[src/rtl/dgdf_pkg.sv]
package dgdf_pkg;

  localparam logic [7:0] MAX_BUFF     = 8'd128;
  localparam logic [7:0] HEADER_BYTES = 8'd4;
  localparam logic [7:0] DIGIT_LOW    = 8'h30;
  localparam logic [7:0] DIGIT_HIGH   = 8'h39;

  localparam int unsigned ADDR_W = 4;

  localparam logic [1:0] REG_START  = 2'd0;
  localparam logic [1:0] REG_END    = 2'd1;
  localparam logic [1:0] REG_ENABLE = 2'd2;

  localparam logic [7:0] START_RESET = 8'd123;
  localparam logic [7:0] END_RESET   = 8'd125;

  typedef enum logic [1:0] {
    ST_OK         = 2'd0,
    ST_BAD_LENGTH = 2'd1,
    ST_OVERFLOW   = 2'd2,
    ST_NOT_ACTIVE = 2'd3
  } status_e;

  typedef struct packed {
    logic [7:0] start_byte;
    logic [7:0] end_byte;
    logic       enable;
  } cfg_t;

endpackage

[src/rtl/datagram_deframer_length_check_top.sv]
// Deframes a byte stream: bytes are ignored until the start sentinel, the first four frame
// bytes give a decimal length, the fifth the frame type, later bytes leave as payload words
// (tuser 0) and the end sentinel gives a status word (tuser 1, tlast 1) with the length
// verdict; a frame reaching the buffer limit ends in an overflow status. While disabled each
// byte gives a not-active status. One byte is taken every clock cycle unless a held output
// word stalls the stage; a byte is held in the input register, its result is registered in
// the output register, and the frame state is updated once per byte.
module datagram_deframer_length_check_top (
  input  logic                        clk_i,
  input  logic                        rst_ni,
  input  logic                        s_axis_tvalid,
  output logic                        s_axis_tready,
  input  logic [7:0]                  s_axis_tdata,   // rx_byte
  output logic                        m_axis_tvalid,
  input  logic                        m_axis_tready,
  // data_byte, frame_type, status, payload_length, zero fill
  output logic [31:0]                 m_axis_tdata,
  output logic                        m_axis_tuser,   // kind
  output logic                        m_axis_tlast,
  input  logic                        psel,
  input  logic                        penable,
  input  logic                        pwrite,
  input  logic [dgdf_pkg::ADDR_W-1:0] paddr,
  input  logic [31:0]                 pwdata,
  output logic [31:0]                 prdata,
  output logic                        pready
);

  typedef struct packed {
    logic                kind;
    logic [7:0]          data_byte;
    logic [7:0]          frame_type;
    dgdf_pkg::status_e   status;
    logic [7:0]          payload_length;
    logic                last;
  } res_t;

  typedef struct packed {
    logic        in_frame;
    logic [7:0]  byte_count;
    logic [13:0] declared_length;
    logic        digits_open;
    logic [7:0]  type_held;
  } frame_t;

  localparam frame_t FrameClear = '{
    in_frame: 1'b0, byte_count: 8'd0, declared_length: 14'd0,
    digits_open: 1'b1, type_held: 8'd0
  };

  dgdf_pkg::cfg_t cfg;

  dgdf_apb_regs u_regs (
    .clk_i   (clk_i),
    .rst_ni  (rst_ni),
    .psel    (psel),
    .penable (penable),
    .pwrite  (pwrite),
    .paddr   (paddr),
    .pwdata  (pwdata),
    .prdata  (prdata),
    .pready  (pready),
    .cfg_o   (cfg)
  );

  logic       in_valid_q;
  logic [7:0] in_byte_q;
  frame_t     frame_q, frame_d;
  logic       out_valid_q;
  res_t       out_q;
  res_t       res;
  logic       produce;
  logic       advance;
  logic [7:0] count_next;
  logic [14:0] expected;
  logic       is_digit;
  logic       length_ok;

  assign advance       = in_valid_q & (~produce | ~out_valid_q | m_axis_tready);
  assign s_axis_tready = ~in_valid_q | advance;

  assign count_next = frame_q.byte_count + 8'd1;
  assign expected   = {1'b0, frame_q.declared_length} + 15'(dgdf_pkg::HEADER_BYTES);
  assign is_digit   = (in_byte_q >= dgdf_pkg::DIGIT_LOW) && (in_byte_q <= dgdf_pkg::DIGIT_HIGH);
  assign length_ok  = (frame_q.declared_length != 14'd0) &&
                      (expected == {7'd0, frame_q.byte_count});

  always_comb begin
    frame_d = frame_q;
    produce = 1'b0;
    res     = '{kind: 1'b0, data_byte: 8'd0, frame_type: 8'd0,
                status: dgdf_pkg::ST_OK, payload_length: 8'd0, last: 1'b0};
    if (!cfg.enable) begin
      frame_d    = FrameClear;
      produce    = 1'b1;
      res.kind   = 1'b1;
      res.status = dgdf_pkg::ST_NOT_ACTIVE;
    end else if (!frame_q.in_frame) begin
      if (in_byte_q == cfg.start_byte) begin
        frame_d          = FrameClear;
        frame_d.in_frame = 1'b1;
      end
    end else if (in_byte_q == cfg.end_byte || count_next >= dgdf_pkg::MAX_BUFF) begin
      // frame closes: length verdict on end sentinel, otherwise buffer overflow
      frame_d            = FrameClear;
      produce            = 1'b1;
      res.kind           = 1'b1;
      res.frame_type     = frame_q.type_held;
      res.payload_length = frame_q.declared_length[7:0] - 8'd1;
      res.last           = 1'b1;
      if (in_byte_q == cfg.end_byte) begin
        res.status = length_ok ? dgdf_pkg::ST_OK : dgdf_pkg::ST_BAD_LENGTH;
      end else begin
        res.status = dgdf_pkg::ST_OVERFLOW;
      end
    end else begin
      frame_d.byte_count = count_next;
      if (frame_q.byte_count < dgdf_pkg::HEADER_BYTES) begin
        if (frame_q.digits_open && is_digit) begin
          frame_d.declared_length = 14'((frame_q.declared_length << 3) +
                                        (frame_q.declared_length << 1) +
                                        14'(in_byte_q[3:0]));
        end else begin
          frame_d.digits_open = 1'b0;
        end
      end else if (frame_q.byte_count == dgdf_pkg::HEADER_BYTES) begin
        frame_d.type_held = in_byte_q;
      end else begin
        produce        = 1'b1;
        res.data_byte  = in_byte_q;
        res.frame_type = frame_q.type_held;
      end
    end
  end

  always_ff @(posedge clk_i or negedge rst_ni) begin
    if (!rst_ni) begin
      in_valid_q <= 1'b0;
    end else if (s_axis_tready) begin
      in_valid_q <= s_axis_tvalid;
    end
  end

  always_ff @(posedge clk_i) begin
    if (s_axis_tvalid && s_axis_tready) begin
      in_byte_q <= s_axis_tdata;
    end
  end

  always_ff @(posedge clk_i or negedge rst_ni) begin
    if (!rst_ni) begin
      frame_q <= FrameClear;
    end else if (advance) begin
      frame_q <= frame_d;
    end
  end

  always_ff @(posedge clk_i or negedge rst_ni) begin
    if (!rst_ni) begin
      out_valid_q <= 1'b0;
    end else if (advance && produce) begin
      out_valid_q <= 1'b1;
    end else if (m_axis_tready) begin
      out_valid_q <= 1'b0;
    end
  end

  always_ff @(posedge clk_i) begin
    if (advance && produce) begin
      out_q <= res;
    end
  end

  assign m_axis_tvalid = out_valid_q;
  assign m_axis_tuser  = out_q.kind;
  assign m_axis_tlast  = out_q.last;
  assign m_axis_tdata  = {6'd0, out_q.payload_length, out_q.status,
                          out_q.frame_type, out_q.data_byte};

  a_count_bound: assert property (@(posedge clk_i) disable iff (!rst_ni)
    frame_q.byte_count < dgdf_pkg::MAX_BUFF)
    else $error("frame byte count reached buffer limit");

  a_payload_clean: assert property (@(posedge clk_i) disable iff (!rst_ni)
    (m_axis_tvalid && !m_axis_tuser) |-> (!m_axis_tlast && m_axis_tdata[25:16] == 10'd0))
    else $error("payload word carries status fields");

  a_last_is_status: assert property (@(posedge clk_i) disable iff (!rst_ni)
    (m_axis_tvalid && m_axis_tlast) |-> m_axis_tuser)
    else $error("frame end on payload word");

  a_idle_no_frame: assert property (@(posedge clk_i) disable iff (!rst_ni)
    (advance && !cfg.enable) |=> !frame_q.in_frame)
    else $error("frame kept while disabled");

endmodule

[src/rtl/dgdf_apb_regs.sv]
module dgdf_apb_regs (
  input  logic                        clk_i,
  input  logic                        rst_ni,
  input  logic                        psel,
  input  logic                        penable,
  input  logic                        pwrite,
  input  logic [dgdf_pkg::ADDR_W-1:0] paddr,
  input  logic [31:0]                 pwdata,
  output logic [31:0]                 prdata,
  output logic                        pready,
  output dgdf_pkg::cfg_t              cfg_o
);

  logic [7:0] start_q;
  logic [7:0] end_q;
  logic       enable_q;
  logic       wr_en;
  logic [1:0] index;

  assign pready = 1'b1;
  assign wr_en  = psel & penable & pwrite;
  assign index  = paddr[3:2];

  always_ff @(posedge clk_i or negedge rst_ni) begin
    if (!rst_ni) begin
      start_q  <= dgdf_pkg::START_RESET;
      end_q    <= dgdf_pkg::END_RESET;
      enable_q <= 1'b0;
    end else if (wr_en) begin
      unique case (index)
        dgdf_pkg::REG_START:  start_q  <= pwdata[7:0];
        dgdf_pkg::REG_END:    end_q    <= pwdata[7:0];
        dgdf_pkg::REG_ENABLE: enable_q <= pwdata[0];
        default: ;
      endcase
    end
  end

  always_comb begin
    unique case (index)
      dgdf_pkg::REG_START:  prdata = {24'd0, start_q};
      dgdf_pkg::REG_END:    prdata = {24'd0, end_q};
      dgdf_pkg::REG_ENABLE: prdata = {31'd0, enable_q};
      default:              prdata = 32'd0;
    endcase
  end

  assign cfg_o = '{start_byte: start_q, end_byte: end_q, enable: enable_q};

endmodule
[config.mk]
export PLATFORM = sky130hd
export DESIGN_NAME = datagram_deframer_length_check_top
export DESIGN_NICKNAME = d
export VERILOG_FILES = /design/src/rtl/dgdf_pkg.sv /design/src/rtl/datagram_deframer_length_check_top.sv /design/src/rtl/dgdf_apb_regs.sv
export SDC_FILE = /design/constraint.sdc
export NUM_CORES = 1
export LEC_CHECK = 0
export ABC_AREA = 1
export BUFFER_PORTS_ARGS = -buffer_cell sky130_fd_sc_hd__buf_2
export CELL_PAD_IN_SITES_DETAIL_PLACEMENT = 2
export CELL_PAD_IN_SITES_GLOBAL_PLACEMENT = 2
export CORE_MARGIN = 5
export CORE_UTILIZATION = 33
export CTS_BUF_LIST = sky130_fd_sc_hd__clkbuf_4
export DETAILED_ROUTE_END_ITERATION = 8
export PLACE_DENSITY_LB_ADDON = 0.1
export SETUP_SLACK_MARGIN = 0.5
export SLEW_MARGIN = 25
export SYNTH_ARGS = -nofsm -noshare
export SYNTH_HDL_FRONTEND = slang
export SYNTH_SLANG_ARGS = --single-unit
[constraint.sdc]
create_clock -name clk_i -period 3.48 [get_ports clk_i]
set_clock_uncertainty 0.2 [all_clocks]
set_input_delay 0.348 -clock clk_i [delete_from_list [all_inputs] [get_ports clk_i]]
set_output_delay 0.348 -clock clk_i [all_outputs]
set_load 0.02 [all_outputs]
==> impl_summary.md, run 1 <==
Logic synthesis
The number of unique standard cell types used by synthesis is 42. The sequential area share after synthesis is 43.9%. After synthesis, the share of flip-flops with an asynchronous set or reset is 58.6%. The average instance in the mapped netlist occupies 8.30 sq um. The number of synthesized flops with an enable pin is 36. The most used flip-flop cell after synthesis is sky130_fd_sc_hd__dfrtp_1. Yosys printed 0 warnings. Summing every instance area after synthesis gives 5410 sq um. The synthesized instance count is 651. The register bit total from synthesis is between 80 and 90.

Critical path
The worst endpoint required time is 2.93 ns. STA classifies the critical path startpoint as a register. The worst setup path is of the reg2out kind.

STA classifies the critical path endpoint as an output port. The largest individual stage delay along the critical path comes from the cell sky130_fd_sc_hd__dfrtp_1. The peak fanout along the critical path is 9. The longest individual stage delay on the worst path is 0.47 ns.

STA puts the critical path data arrival time at 2.25 ns. Walking the worst path, the cells encountered are inv_2 > ha_1 > nand3_1 > nor2_1 > inv_2 > nand2_1 > nand3_4 > nand2_2 > nand2_2 > nand3_2 > buf_2.

Route
The total via count after detailed routing is 4,660. The wire length on met3 is 508 um. After detailed routing, the wire length on met1 is 7.82 mm. The wire length per cell after detailed routing is around 17 um. The final routed DRC violation total is 0. The final routed wirelength across all metal layers is ~16 mm.

The met2 wire length is a little under 8 mm. The detail route stage leaves a number of antenna-violating nets equal to 0. The total iterations of the first detailed-routing run is 4. The top metal layer carrying routed signals is met4. The via-per-instance ratio is 4.87.

The number of violations reported at the end of detailed-routing iteration 0 is 174.

Timing
The time the final worst path needs with I/O delays and setup is 2.80 ns. Dividing the final minimum period by the clock period gives 80.5%. The remaining max-slew budget at the tightest pin is 51.9%.

For this run, the top clock speed supported by timing is around 0.36 GHz. Setup violations remaining at the end of the flow were counted as 0. The total count of hold-check failures in the final report is 0. Setup repair after global routing could not meet its margin everywhere. Setup total negative slack on the finished layout was measured at 0 ns.

The count of final max-slew check failures is 0. The transition time at the pin with the least slew margin is 0.721 ns.

GRT
The remaining global-route overflow is 0. The maximum number of pins on one net before global-route repair is 34. Global routing used a little under a fifth of the available tracks. The number of antenna violations at the first check in global routing is 0. The first-pass GRT wire length is 27.2 mm. The via count of the first global-routing pass is about 5,200.

Floorplanning
In this run the horizontal extent of the chip is 138 um. The top-level port count is 120. The full die area is 19,000 sq um. The initial standard-cell utilization of the core is 33.8%. The total area inside the core boundary comes to 16,000 sq um. The row count is 46. The height of the die is roughly 140 um.

Clocking
The number of buffers on the longest clock path is 2. After clock tree synthesis, the clock-pin slew on the worst setup and hold paths is 0.13 ns. The number of clock sinks seen by CTS is 87. The clock latency on the worst-skew pair is 0.47 ns.

CTS placed an instance of sky130_fd_sc_hd__clkbuf_4 at the clock tree root. TritonCTS built the clock tree. The number of buffers created by CTS is 9. CTS built an H-tree with a depth of 3.

Pwr
The static power due to leakage is 3.11 nW. VDD sags by at most 174 uV. The total power density per cell area is 382 nW/um^2.

Worst hold path
The class of the most critical hold timing path is in2reg.

Finish
The area added between synthesis and finish is 14.2%. The fraction of the core area covered by cells at the end of the flow is 38.6%. The post-route netlist has around 17% of its cells at a drive strength greater than 1. The final layout contains 816 nets. The repair_antennas step left the layout with diodes totalling 0.

Placed design
After legalization and detailed placement, the total HPWL measured 12.6 mm. Routability-driven placement finished with a final weighted congestion of 0.792. The number of buffers inserted by port buffering is 62.

Run status
The flow ran to the end, and the final reports show no timing, DRC or antenna violations.

Run
The tool flagged a number of max-cap violations equal to 0.
[Yosys cell counts, types with 2 or more instances]
cell	count	area [sq um]
sky130_fd_sc_hd__xor2_1	11	96.3
sky130_fd_sc_hd__a21o_1	3	22.5
sky130_fd_sc_hd__nor2_1	67	251
sky130_fd_sc_hd__a22o_1	3	26.3
sky130_fd_sc_hd__nor4_1	3	18.8
sky130_fd_sc_hd__or2_2	3	18.8
sky130_fd_sc_hd__ha_1	27	338
sky130_fd_sc_hd__a31oi_1	2	12.5
sky130_fd_sc_hd__nand4_1	32	200
sky130_fd_sc_hd__fa_1	2	40.0
sky130_fd_sc_hd__buf_2	7	35.0
sky130_fd_sc_hd__buf_6	3	33.8
sky130_fd_sc_hd__o21ai_1	2	10.0
sky130_fd_sc_hd__inv_1	70	263
sky130_fd_sc_hd__dfstp_2	13	342
sky130_fd_sc_hd__clkbuf_1	3	11.3
sky130_fd_sc_hd__conb_1	2	7.51
sky130_fd_sc_hd__a21oi_1	13	65.1
sky130_fd_sc_hd__nor3_1	6	30.0
sky130_fd_sc_hd__nand2_2	7	43.8
sky130_fd_sc_hd__o22ai_1	2	12.5
sky130_fd_sc_hd__xnor2_1	18	158
sky130_fd_sc_hd__o21ai_0	28	140
sky130_fd_sc_hd__inv_2	5	18.8
sky130_fd_sc_hd__nand4_2	2	25.0
sky130_fd_sc_hd__nand3_1	35	175
sky130_fd_sc_hd__a211oi_1	2	15.0
sky130_fd_sc_hd__edfxtp_1	36	1080
sky130_fd_sc_hd__nand2_1	162	608
sky130_fd_sc_hd__buf_4	33	248
sky130_fd_sc_hd__dfrtp_1	38	951
[placed cells by master (no fill, tap or decap), types with 3 or more instances in the layout]
cell type and n:
sky130_fd_sc_hd__nand2_1 161, sky130_fd_sc_hd__inv_1 69, sky130_fd_sc_hd__nor2_1 67, sky130_fd_sc_hd__buf_2 62, sky130_fd_sc_hd__dfrtp_1 36, sky130_fd_sc_hd__edfxtp_1 36
sky130_fd_sc_hd__nand3_1 34, sky130_fd_sc_hd__nand4_1 32, sky130_fd_sc_hd__conb_1 31, sky130_fd_sc_hd__o21ai_0 28, sky130_fd_sc_hd__ha_1 27, sky130_fd_sc_hd__dlygate4sd3_1 19
sky130_fd_sc_hd__xnor2_1 18, sky130_fd_sc_hd__a21oi_1 13, sky130_fd_sc_hd__dfstp_2 13, sky130_fd_sc_hd__xor2_1 11, sky130_fd_sc_hd__clkbuf_4 11, sky130_fd_sc_hd__buf_4 9
sky130_fd_sc_hd__nand2_2 8, sky130_fd_sc_hd__nor3_1 6, sky130_fd_sc_hd__inv_2 5, sky130_fd_sc_hd__a22o_1 3, sky130_fd_sc_hd__a21o_1 3, sky130_fd_sc_hd__clkinv_1 3
sky130_fd_sc_hd__or2_2 3, sky130_fd_sc_hd__nor4_1 3
[kinds of logic (layout without fill, tap and decap cells)]
kind of cell / after synthesis / after routing / share of synthesized area [%]
AOI/OAI and AO/OA: 60 / 60 / 6.50
other: 2 / 31 / 0.139
DFF: 87 / 87 / 43.9
xor gates and xnor gates: 29 / 29 / 4.70
buffers and inverters: 122 / 183 / 11.3
and+or+nand+nor: 322 / 322 / 26.4
adders and majority gates: 29 / 29 / 6.99
[what timing repair did]
action	CTS	global route
buffers inserted	3	1
cloned	0	0
hold endpoints to repair	50	0
hold buffers	19	0
gates resized for setup	1	4
pin swaps	1	0
setup endpoints to repair	1	27
[report_power, final]
group	switching (mW)	internal, mW
Clock	0.380	0.164
Combinational	0.366	0.165
Sequential	0.0765	1.21
Total	0.823	1.53
[sequential cells by signal, summed over array words and instances (netlist names), 8 cells and up]
register and flops:
u_regs.end_q 8, in_byte_q 8, frame_q 32, m_axis_tdata 26, u_regs.start_q 8
[cell type report]
class	instances	area, sq um
Multi-Input combinational cell	471	2540
Clock inverter	5	33.8
Clock buffer	11	82.6
Fill cell	1924	9820
Timing Repair Buffer	91	588
Tap cell	216	270
Sequential cell	87	2380
Inverter	76	289
[critical path: cells and delay by family, from the launching register on]
family / cells / cell delay [ns]
adder cells (fa/ha/maj): 1 / 0.14
flip-flops: 1 / 0.47
AND/OR/NAND/NOR: 7 / 0.83
buffers and inverters: 3 / 0.37
[per-stage QoR]
| stage | setup slack [ns] | hold slack [ns] | instances | total power, mW | area [sq um] |
|---|---|---|---|---|---|
| after floorplan | 0.776 | -0.148 | 680 | 1.65 | 5520 |
| after global placement | 0.660 | 0.237 | 918 | 1.79 | 5830 |
| after detailed placement | 0.566 | 0.262 | 918 | 1.82 | 5830 |
| after CTS | 0.531 | 0.0733 | 956 | 2.39 | 6160 |
| after global routing | 0.492 | 0.103 | 957 | 2.50 | 6180 |
| final | 0.679 | 0.113 | 957 | 2.36 | 6180 |
[layer usage]
metal  GRT usage (%)  vias up
met5               0        -
met4            5.87        0
met3            2.39       16
met2            30.4       83
met1            24.9     2322
li1                -     2239
[worst paths after layout]
path / from / end / slack, ns / cells after the start
setup reg to reg: frame_q[23] / m_axis_tdata[0] / 0.75 / 13
hold / removal: paddr[3] / u_regs.enable_q / 0.11 / 3
min in group asynchronous: rst_ni / frame_q[15] / 0.24 / 2
hold reg to reg: frame_q[8] / frame_q[8] / 0.29 / 2
setup / recovery: frame_q[23] / s_axis_tready / 0.68 / 11
max in group asynchronous: rst_ni / u_regs.start_q[6] / 2.09 / 3
(Power assumes the default switching activity.)
==> inputs of run 2 (changes only) <==
--- a/config.mk
+++ b/config.mk
@@ -5,12 +5,12 @@
 export SDC_FILE = /design/constraint.sdc
 export NUM_CORES = 1
 export LEC_CHECK = 0
-export ABC_AREA = 1
+export ABC_AREA = 0
 export BUFFER_PORTS_ARGS = -buffer_cell sky130_fd_sc_hd__buf_2
 export CELL_PAD_IN_SITES_DETAIL_PLACEMENT = 2
 export CELL_PAD_IN_SITES_GLOBAL_PLACEMENT = 2
 export CORE_MARGIN = 5
-export CORE_UTILIZATION = 33
+export CORE_UTILIZATION = 32
 export CTS_BUF_LIST = sky130_fd_sc_hd__clkbuf_4
 export DETAILED_ROUTE_END_ITERATION = 8
 export PLACE_DENSITY_LB_ADDON = 0.1
==> constraint.sdc (replaced) <==
create_clock -name clk_i -period 2.4 [get_ports clk_i]
set_clock_uncertainty 0.2 [all_clocks]
set_input_delay 0.24 -clock clk_i [delete_from_list [all_inputs] [get_ports clk_i]]
set_output_delay 0.24 -clock clk_i [all_outputs]
set_load 0.02 [all_outputs]
==> run 2 against run 1 <==
  * The flow now finishes with violations (setup timing)
  * First-iteration DRC count fell by 18%
  * Via count is 5.9% lower
  * Area after synthesis down 4.7%
  * Sequential share of layout area fell by 7.2 points
  * Flip-flop and latch count is the same
  * Total power grew 140%
  * Clock-buffer cell count down 1
  * Global-route usage up 1.3 points
  * Final area rose by 23%
  * Sequential power grew 64%
  * Critical endpoint unchanged
  * Largest power group is now combinational cells
==> impl_summary.md, run 2 <==
Run status
The final reports fail on setup timing. The run finished, with violations left.

Finish
The library cell used most frequently in the layout, excluding fill and tap cells, is sky130_fd_sc_hd__buf_4. The net total in the final layout came to 748 (-8.3%). In the layout the commonest cells are 94 x sky130_fd_sc_hd__buf_4, 54 x sky130_fd_sc_hd__buf_2, 36 x sky130_fd_sc_hd__dfrtp_1, 36 x sky130_fd_sc_hd__edfxtp_1, 31 x sky130_fd_sc_hd__conb_1.

The register name with the most flops is frame_q. The fraction of layout instances using a drive strength above 1 was 47.0% (+30 points). From synthesis to final layout, the design area changed by 47.4%. The final cell count without fillers came to 891 (-6.9%).

The flip-flop count of the largest register after layout is 32 (unchanged).

Route
The wire length per cell after detailed routing is 22.2 um (+29%). The via-per-instance ratio came to 4.92 (+1.1%). The total iterations of the first detailed-routing run is 4 (unchanged). The total via count after detailed routing is 4,386 (-5.9%). The number of violations reported at the end of detailed-routing iteration 0 is 142 (-18%). The final routed DRC violation total is 0 (unchanged). The count of antenna-violating nets left after detailed routing came to 0 (unchanged). The final routed wirelength across all metal layers came to 19.8 mm (+20%).

Placed design
The number of buffers inserted by port buffering is 62 (unchanged). The detailed placer's ending HPWL is 12.1 mm (-3.8%). The routability congestion estimate from global placement is 0.801 (+1.1%). The number of cells in the design after placement is 810 (-12%).

GRT
The first-pass GRT wire length is 28.2 mm (+3.7%). The remaining global-route overflow is 0 (unchanged). The global-route usage over all layers came to 19.6% (+1.3 points). The via count of the first global-routing pass is 5,060 (-3.3%).

The global routing stage identified its most utilized layer as met2. The number of antenna violations at the first check in global routing was 1 (+1). The met3 demand-to-capacity share in global routing is 3.01% (+0.62 points). The met2 usage came to 35.5% (+5.1 points). The maximum number of pins on one net before global-route repair is 27 (-21%).

The met1 track demand over resource came to 24.3% (-0.58 points).

Pwr
The sum of internal, switching and leakage power is 5.54 mW (+140%). The total power density per cell area is 730 nW/um^2 (+91%). The static power due to leakage is 3.50 nW (+12%).

The worst IR drop on VDD is 281 uV (+62%).

Critical path
The startpoint class of the critical path is a register. The worst endpoint required time is 1.96 ns (-0.97 ns). The critical path's slowest cell is sky130_fd_sc_hd__edfxtp_1. The number of cells on the worst reg-to-reg path is 11 (-2). The type of element capturing the critical path is an output port.

The startpoint identified for the worst register-to-register timing path is frame_q[30]. The most numerous cell type found on the critical path is sky130_fd_sc_hd__buf_6. The data arrival time of the critical path is 2.44 ns (+0.19 ns). Traced cell by cell, the critical path runs through buf_6 > xor2_2 > nor4_4 > and2_4 > o21a_1 > o21ai_4 > or2_4 > buf_6. The longest individual stage delay on the worst path came to 0.47 ns (about the same). The terminus of the critical flop-to-flop path is frame_q[12].

The peak fanout along the critical path is 3 (-6). The worst setup path is of the reg2out kind. The setup slack of the worst register-to-register path is -0.44 ns (-1.19 ns).

Logic synthesis
By count the netlist is led by 38 x sky130_fd_sc_hd__dfrtp_1, 36 x sky130_fd_sc_hd__edfxtp_1, 31 x sky130_fd_sc_hd__buf_4, 29 x sky130_fd_sc_hd__nand2_1, 27 x sky130_fd_sc_hd__ha_1. The synthesized design spends more area on one cell type than any other, namely sky130_fd_sc_hd__edfxtp_1. For this run, the leading register cell type out of synthesis is sky130_fd_sc_hd__dfrtp_1. The number of unique standard cell types used by synthesis is 59 (+40%). The top-area cell type share of the netlist area is 21.0% (+0.98 points). The register bit total from synthesis was 87 (unchanged). The sequential area share after synthesis is 46.0% (+2.1 points).

The count of yosys warnings during synthesis came to 0 (unchanged). The synthesized area per cell is 11.0 sq um (+33%). The most frequent cell after synthesis is sky130_fd_sc_hd__dfrtp_1. After synthesis, the cell types taking the most area are sky130_fd_sc_hd__edfxtp_1 21%, sky130_fd_sc_hd__dfrtp_1 18%, sky130_fd_sc_hd__dfstp_2 6.6%.

The synthesized instance count is 468 (-28%). The share of async-settable or async-resettable flops after synthesis was 58.6% (unchanged). The number of synthesized flops with an enable pin is 36 (unchanged). The total standard cell area after synthesis is 5150 sq um (-4.7%).

Worst hold path
The path with the worst hold slack has its endpoint at u_regs.enable_q. The worst min-delay path startpoint is paddr[3]. The hold-critical path depth is 4 (+1). The tightest min-delay check is of the in2reg type.

Timing
The remaining max-slew budget at the tightest pin is 53.1% (+1.2 points). Timing would allow up to between 0.3 and 0.4 GHz. Setup repair after global routing could not meet its margin everywhere. The count of final max-slew check failures is 0 (unchanged). The total count of hold-check failures in the final report is 0 (unchanged). The post-layout worst setup margin was -0.485 ns (-1.16 ns). The final count of negative-setup-slack endpoints was 80 (+80). The post-route fraction of the period consumed by the critical path is 120%. The time the final worst path needs with I/O delays and setup is 2.88 ns. The transition time at the pin with the least slew margin is 0.703 ns (-0.0182 ns).

Clocking
The clock slew at the register clock pins of the worst setup and hold paths is 0.17 ns (+0.04 ns). In this run the clock root is driven by a sky130_fd_sc_hd__clkbuf_4. The level count of the clock H-tree is 3 (unchanged). The number of buffers created by CTS is 9 (unchanged).

The number of buffers on the longest clock path is 2 (unchanged). TritonCTS built the clock tree. The clock latency on the worst-skew pair came to 0.49 ns (+0.02 ns). The number of clock sinks seen by CTS is 87 (unchanged).

Floorplanning
The initial standard-cell utilization of the core is 32.6% (-1.2 points). The top-level port count is 120 (unchanged). The height of the die was 137 um (-0.78%). The core area is 15,800 sq um (-1.1%).

The width of the die was 137 um (-0.78%). The full die area is 18,700 sq um (-1.6%). The row count is 46 (unchanged).

Run
The number of maximum-capacitance constraint violations is 0 (unchanged).
-- run 2: worst max-delay path: cells and delay by family, from the launching register on --
| family | cells | cell delay, ns |
|---|---|---|
| xor+xnor | 1 | 0.16 |
| compound gates | 2 | 0.23 |
| flops | 1 | 0.47 |
| buf+inv | 2 | 0.29 |
| simple gates | 3 | 0.79 |
-- run 2: how the worst max path moves through the flow --
stage / endpoint / cells after the start / from
after floorplan: frame_q[19] / 8 / in_byte_q[3]
after global placement: frame_q[19] / 8 / in_byte_q[3]
after detailed placement: frame_q[19] / 8 / in_byte_q[3]
after CTS: s_axis_tready / 7 / in_byte_q[7]
after global routing: s_axis_tready / 7 / in_byte_q[7]
final: s_axis_tready / 8 / in_byte_q[2]
-- run 2: repair_timing --
action                                  in CTS  in global routing
buffers inserted                            25                 10
endpoints found under the hold margin       60                  0
pin swaps                                   30                 19
hold buffers                                22                  0
cloned                                       2                  4
gates resized for setup                     68                 40
endpoints found under the setup margin     106                106
-- run 2: layer usage --
layer | part of all wire, % | up-vias
met5 | 0 | -
met1 | 41 | 2213
li1 | - | 2015
met4 | 3.1 | 0
met2 | 52 | 124
met3 | 3.1 | 34
-- run 2: kinds of logic after synthesis --
kind of cell,share of synthesized area [%]
and+or+nand+nor,12.5
DFF,46.0
AOI/OAI and AO/OA,12.1
buffers and inverters,7.82
xor gates and xnor gates,7.48
muxes,6.60
adders and majority gates,7.33
other,0.146
-- run 2: final cells by class --
cell class,instances,area (sq um)
antenna,2,5.00
clock buffer,10,75.1
inverter,22,85.1
tap,216,270
multi-input combinational,341,2960
fill,1621,8230
clock inverter,6,68.8
sequential,87,2380
timing repair buffer,207,1750
-- run 2: metrics by stage --
stage                     utilization (%)  hold slack [ns]  cell area, sq um  TNS (ns)  setup slack, ns
final                                48.0           0.0773              7600    -22.77           -0.485
after global routing                 48.0            0.101              7600    -28.33           -0.599
after CTS                            45.8           0.0622              7240    -12.87           -0.423
after detailed placement             40.1            0.116              6340    -15.08           -0.442
after global placement               40.1            0.109              6340    -10.55           -0.328
after floorplan                         -           -0.256              5460     -9.87           -0.313
-- run 2: report_power, final --
group	switching, mW	internal (mW)
Sequential	0.209	1.90
Combinational	1.39	1.13
Clock	0.580	0.337
Total	2.18	3.37
==> inputs of run 3 (changes only) <==
--- a/config.mk
+++ b/config.mk
@@ -9,13 +9,12 @@
 export BUFFER_PORTS_ARGS = -buffer_cell sky130_fd_sc_hd__buf_2
 export CELL_PAD_IN_SITES_DETAIL_PLACEMENT = 2
 export CELL_PAD_IN_SITES_GLOBAL_PLACEMENT = 2
-export CORE_MARGIN = 5
 export CORE_UTILIZATION = 32
 export CTS_BUF_LIST = sky130_fd_sc_hd__clkbuf_4
 export DETAILED_ROUTE_END_ITERATION = 8
 export PLACE_DENSITY_LB_ADDON = 0.1
 export SETUP_SLACK_MARGIN = 0.5
-export SLEW_MARGIN = 25
 export SYNTH_ARGS = -nofsm -noshare
 export SYNTH_HDL_FRONTEND = slang
+export SYNTH_HIERARCHICAL = 1
 export SYNTH_SLANG_ARGS = --single-unit
==> run 3 against run 2 <==
  * Sequential share of layout area fell by 2.8 points
  * Combinational power shrank 42%
  * Clock-buffer cell count did not move
  * Die area down 8.8%
  * Setup slack worse by 0.13 ns
  * Clock power shrank 6.0%
  * Critical path type is now reg2reg
  * Sequential power shrank 9%
  * Register-to-register slack got worse by 0.18 ns
  * Non-clock buffer count up 31
  * Highest routed layer unchanged
  * Total power shrank 24%
  * The flow still finishes with violations (setup timing)
==> impl_summary.md, run 3 <==
Logic synthesis
The number of unique standard cell types used by synthesis is 73 (+24%). The synthesized area per cell is 11.0 sq um (-0.47%). The total standard cell area after synthesis came to 5310 sq um (+2.9%). The sequential area share after synthesis is 44.7% (-1.3 points).

Ranked by total cell area, the synthesized netlist is headed by sky130_fd_sc_hd__edfxtp_1 20%, sky130_fd_sc_hd__dfrtp_1 18%, sky130_fd_sc_hd__dfstp_2 6.4%. The number of synthesized flops with an enable pin is 36 (unchanged). For this run, the leading register cell type out of synthesis is sky130_fd_sc_hd__dfrtp_1. The count of yosys warnings during synthesis came to 6 (+6). Of all cell types, the one taking the most synthesized area is sky130_fd_sc_hd__edfxtp_1. The most frequent cell after synthesis is sky130_fd_sc_hd__nor2_1. The register bit total from synthesis came to 87 (unchanged). The synthesized instance count is 484 (+3.4%). Ranked by instance count, the synthesized netlist is headed by 41 x sky130_fd_sc_hd__nor2_1, 38 x sky130_fd_sc_hd__dfrtp_1, 36 x sky130_fd_sc_hd__edfxtp_1, 32 x sky130_fd_sc_hd__buf_4, 29 x sky130_fd_sc_hd__nand2_1. The top-area cell type share of the netlist area was 20.4% (-0.60 points). The share of async-settable or async-resettable flops after synthesis came to 58.6% (unchanged).

Finish
The net total in the final layout came to 794 (+6.1%). The design area was 8350 sq um (+9.8%). The register name with the most flops is frame_q.

The count of antenna diodes in the layout came to 0 (-2). Leaving out fill and tap cells, the most frequent cell in the layout is sky130_fd_sc_hd__buf_4. The library cells used most frequently in the layout, excluding fill and tap cells, are 96 x sky130_fd_sc_hd__buf_4, 57 x sky130_fd_sc_hd__buf_6, 54 x sky130_fd_sc_hd__buf_2. The flip-flop count of the largest register after layout was 32 (unchanged). Relative to the synthesized area, the layout overhead comes to 57.3%. The fraction of layout instances using a drive strength above 1 was 54.0% (+7.0 points).

Placed design
The cell area after placement is 6580 sq um (+3.8%). The detailed placer's ending HPWL came to 13.3 mm (+9.9%). The routability congestion estimate from global placement was 0.815 (+1.9%). The setup slack after placement came to -0.465 ns (-0.0229 ns). The number of buffers inserted by port buffering is 62 (unchanged).

Critical path
The buffer and inverter count on the worst path is 1 (-1). The critical path's slowest cell is sky130_fd_sc_hd__edfxtp_1. The data arrival time of the critical path is 3.20 ns (+0.76 ns). The number of cells on the worst reg-to-reg path was 10 (-1).

The setup slack of the worst register-to-register path is -0.62 ns (-0.18 ns). The longest individual stage delay on the worst path was 0.46 ns (about the same). The worst register-to-register path begins at in_byte_q[2]. The critical path goes through buf_4 > ha_4 > ha_4 > fa_2 > a211oi_4 > nor2_2 > o21a_1 > o41a_1 > xor2_1 > a32o_1. Broken down by cell family, the worst path's largest delay share belongs to compound AO/OA/AOI/OAI gates.

The worst endpoint required time was 2.58 ns (+0.62 ns). In this design, the critical path's most frequently occurring cell is sky130_fd_sc_hd__ha_4. The peak fanout along the critical path came to 2 (-1). The worst register-to-register path ends at frame_q[19].

The worst setup path is of the reg2reg kind. The worst setup path is captured at a register. The startpoint class of the critical path is a register.

Run status
The flow ran to the end, but the final reports show violations. The final reports fail on setup timing.

Worst hold path
The hold path endpoint is u_regs/enable_q. The min-delay analysis places its worst path in the category in2reg. The worst min-delay path startpoint is penable. The hold-critical path depth was 4 (unchanged).

GRT
The maximum number of pins on one net before global-route repair was 31 (+15%). The first-pass GRT wire length is 32.0 mm (+13%). The remaining global-route overflow is 0 (unchanged). The via count of the first global-routing pass is 5,336 (+5.5%).

The number of antenna violations at the first check in global routing is 0 (-1). The global-route usage over all layers was 26.2% (+6.6 points).

Run
The number of maximum-capacitance constraint violations came to 0 (unchanged).

Floorplanning
The height of the die was 131 um (-4.5%). The width of the die is 131 um (-4.5%). The top-level port count is 120 (unchanged).

The full die area came to 17,100 sq um (-8.8%). The initial standard-cell utilization of the core is 33.0% (+0.48 points). The core area was 16,100 sq um (+1.5%). The row count was 46 (unchanged).

Pwr
The total power density per cell area is 507 nW/um^2 (-31%). The sum of internal, switching and leakage power was 4.23 mW (-24%). The net switching component of the power is 1.57 mW (-28%).

The fraction of power consumed by combinational cells came to 34.6% (-11 points). The total internal power is 2.66 mW (-21%). The portion of total power attributed to the clock network was 20.4% (+3.9 points). The worst IR drop on VDD is 241 uV (-14%). The sequential group share of total power is 45.1% (+7.1 points).

The static power due to leakage came to 3.86 nW (+10%). The switching fraction of total power is 37.0% (-2.3 points).

Timing
The final count of negative-setup-slack endpoints was 99 (+24%). The post-layout worst setup margin is -0.619 ns (-0.134 ns). The transition time at the pin with the least slew margin is 0.642 ns (-0.0612 ns). Setup repair after global routing could not meet its margin everywhere. The remaining max-slew budget at the tightest pin came to 57.2% (+4.1 points). The total count of hold-check failures in the final report is 0 (unchanged). The time the final worst path needs with I/O delays and setup is 3.02 ns (+0.134 ns). The timing-limited maximum frequency is 0.331 GHz (-4.4%). The total negative setup slack is -42.48 ns (-19.71 ns).

The count of final max-slew check failures was 0 (unchanged). The post-route fraction of the period consumed by the critical path is 126% (+5.6 points).

Clocking
The level count of the clock H-tree is 3 (unchanged). The clock latency on the worst-skew pair is 0.50 ns (about the same). TritonCTS built the clock tree. The number of clock sinks seen by CTS was 87 (unchanged). The cell sitting at the root of the clock tree is a sky130_fd_sc_hd__clkbuf_4. The number of buffers created by CTS is 9 (unchanged). The clock slew at the register clock pins of the worst setup and hold paths is 0.18 ns (about the same).

The number of buffers on the longest clock path was 2 (unchanged).

Route
The total via count after detailed routing is 4,839 (+10%). The number of violations reported at the end of detailed-routing iteration 0 is 161 (+13%). The final routed wirelength across all metal layers is 24.3 mm (+23%). The count of antenna-violating nets left after detailed routing is 0 (unchanged). The wire length per cell after detailed routing came to 26.0 um (+17%). The total iterations of the first detailed-routing run is 4 (unchanged). The via-per-instance ratio is 5.18 (+5.1%). The final routed DRC violation total is 0 (unchanged).
## run 3: worst max-delay path by stage
stage	cells after the start	to	slack, ns	from
after floorplan	8	frame_q[19]	-0.41	in_byte_q[3]
after CTS	8	frame_q[19]	-0.51	in_byte_q[3]
final	10	frame_q[19]	-0.62	in_byte_q[2]
after global placement	8	frame_q[19]	-0.40	in_byte_q[3]
after detailed placement	8	frame_q[19]	-0.47	in_byte_q[3]
after global routing	10	frame_q[19]	-0.72	in_byte_q[2]
## run 3: per-stage QoR
stage	instances	hold WS (ns)	utilization, %
final	935	0.0137	52.0
after detailed placement	837	0.0883	41.0
after CTS	910	0.0116	48.5
after global routing	935	0.0158	52.0
after global placement	837	0.0844	41.0
after floorplan	512	-0.256	-
## run 3: logic make-up after synthesis
group,count (synthesis),share of synthesized area [%]
other,3,0.212
AOI/OAI and AO/OA,70,10.3
buffers and inverters,68,7.40
DFF,87,44.7
muxes,42,9.03
xor gates and xnor gates,39,6.44
and+or+nand+nor,146,14.8
adders and majority gates,29,7.12
## run 3: area by class of cell
class,instances,area (sq um)
clock inverter,6,42.5
fill,1552,7710
timing repair buffer,238,2100
inverter,20,80.1
sequential,87,2370
multi-input combinational,358,3400
clock buffer,10,75.1
tap,216,270
## run 3: what timing repair did
item / 4_1_cts / 5_1_grt
endpoints found under the hold margin: 55 / 0
setup endpoints to repair: 103 / 106
buffers inserted: 34 / 25
hold buffers: 18 / 0
gates cloned: 5 / 0
pin swaps: 36 / 35
gates resized for setup: 107 / 79
## run 3: power groups by stage
stage,logic (mW),registers [mW],clock network [mW]
CTS,1.23,1.88,0.819
global route,1.52,1.92,0.919
detailed placement,0.935,1.89,0
floorplan,0.557,1.93,0
global placement,0.893,1.88,0
finish,1.46,1.91,0.862
## run 3: worst register-to-register path, cell delays in order, from the launching register on
cell	delay, ns
sky130_fd_sc_hd__edfxtp_1	0.46
sky130_fd_sc_hd__buf_4	0.17
sky130_fd_sc_hd__ha_4	0.22
sky130_fd_sc_hd__ha_4	0.17
sky130_fd_sc_hd__fa_2	0.39
sky130_fd_sc_hd__a211oi_4	0.30
sky130_fd_sc_hd__nor2_2	0.08
sky130_fd_sc_hd__o21a_1	0.21
sky130_fd_sc_hd__o41a_1	0.33
sky130_fd_sc_hd__xor2_1	0.15
sky130_fd_sc_hd__a32o_1	0.24
## run 3: layer usage
| layer | part of all wire [%] | global-route usage, % |
|---|---|---|
| met5 | 0 | 0 |
| met4 | 2.7 | 10.6 |
| met3 | 3.6 | 4.93 |
| met2 | 54 | 47.0 |
| met1 | 40 | 30.7 |
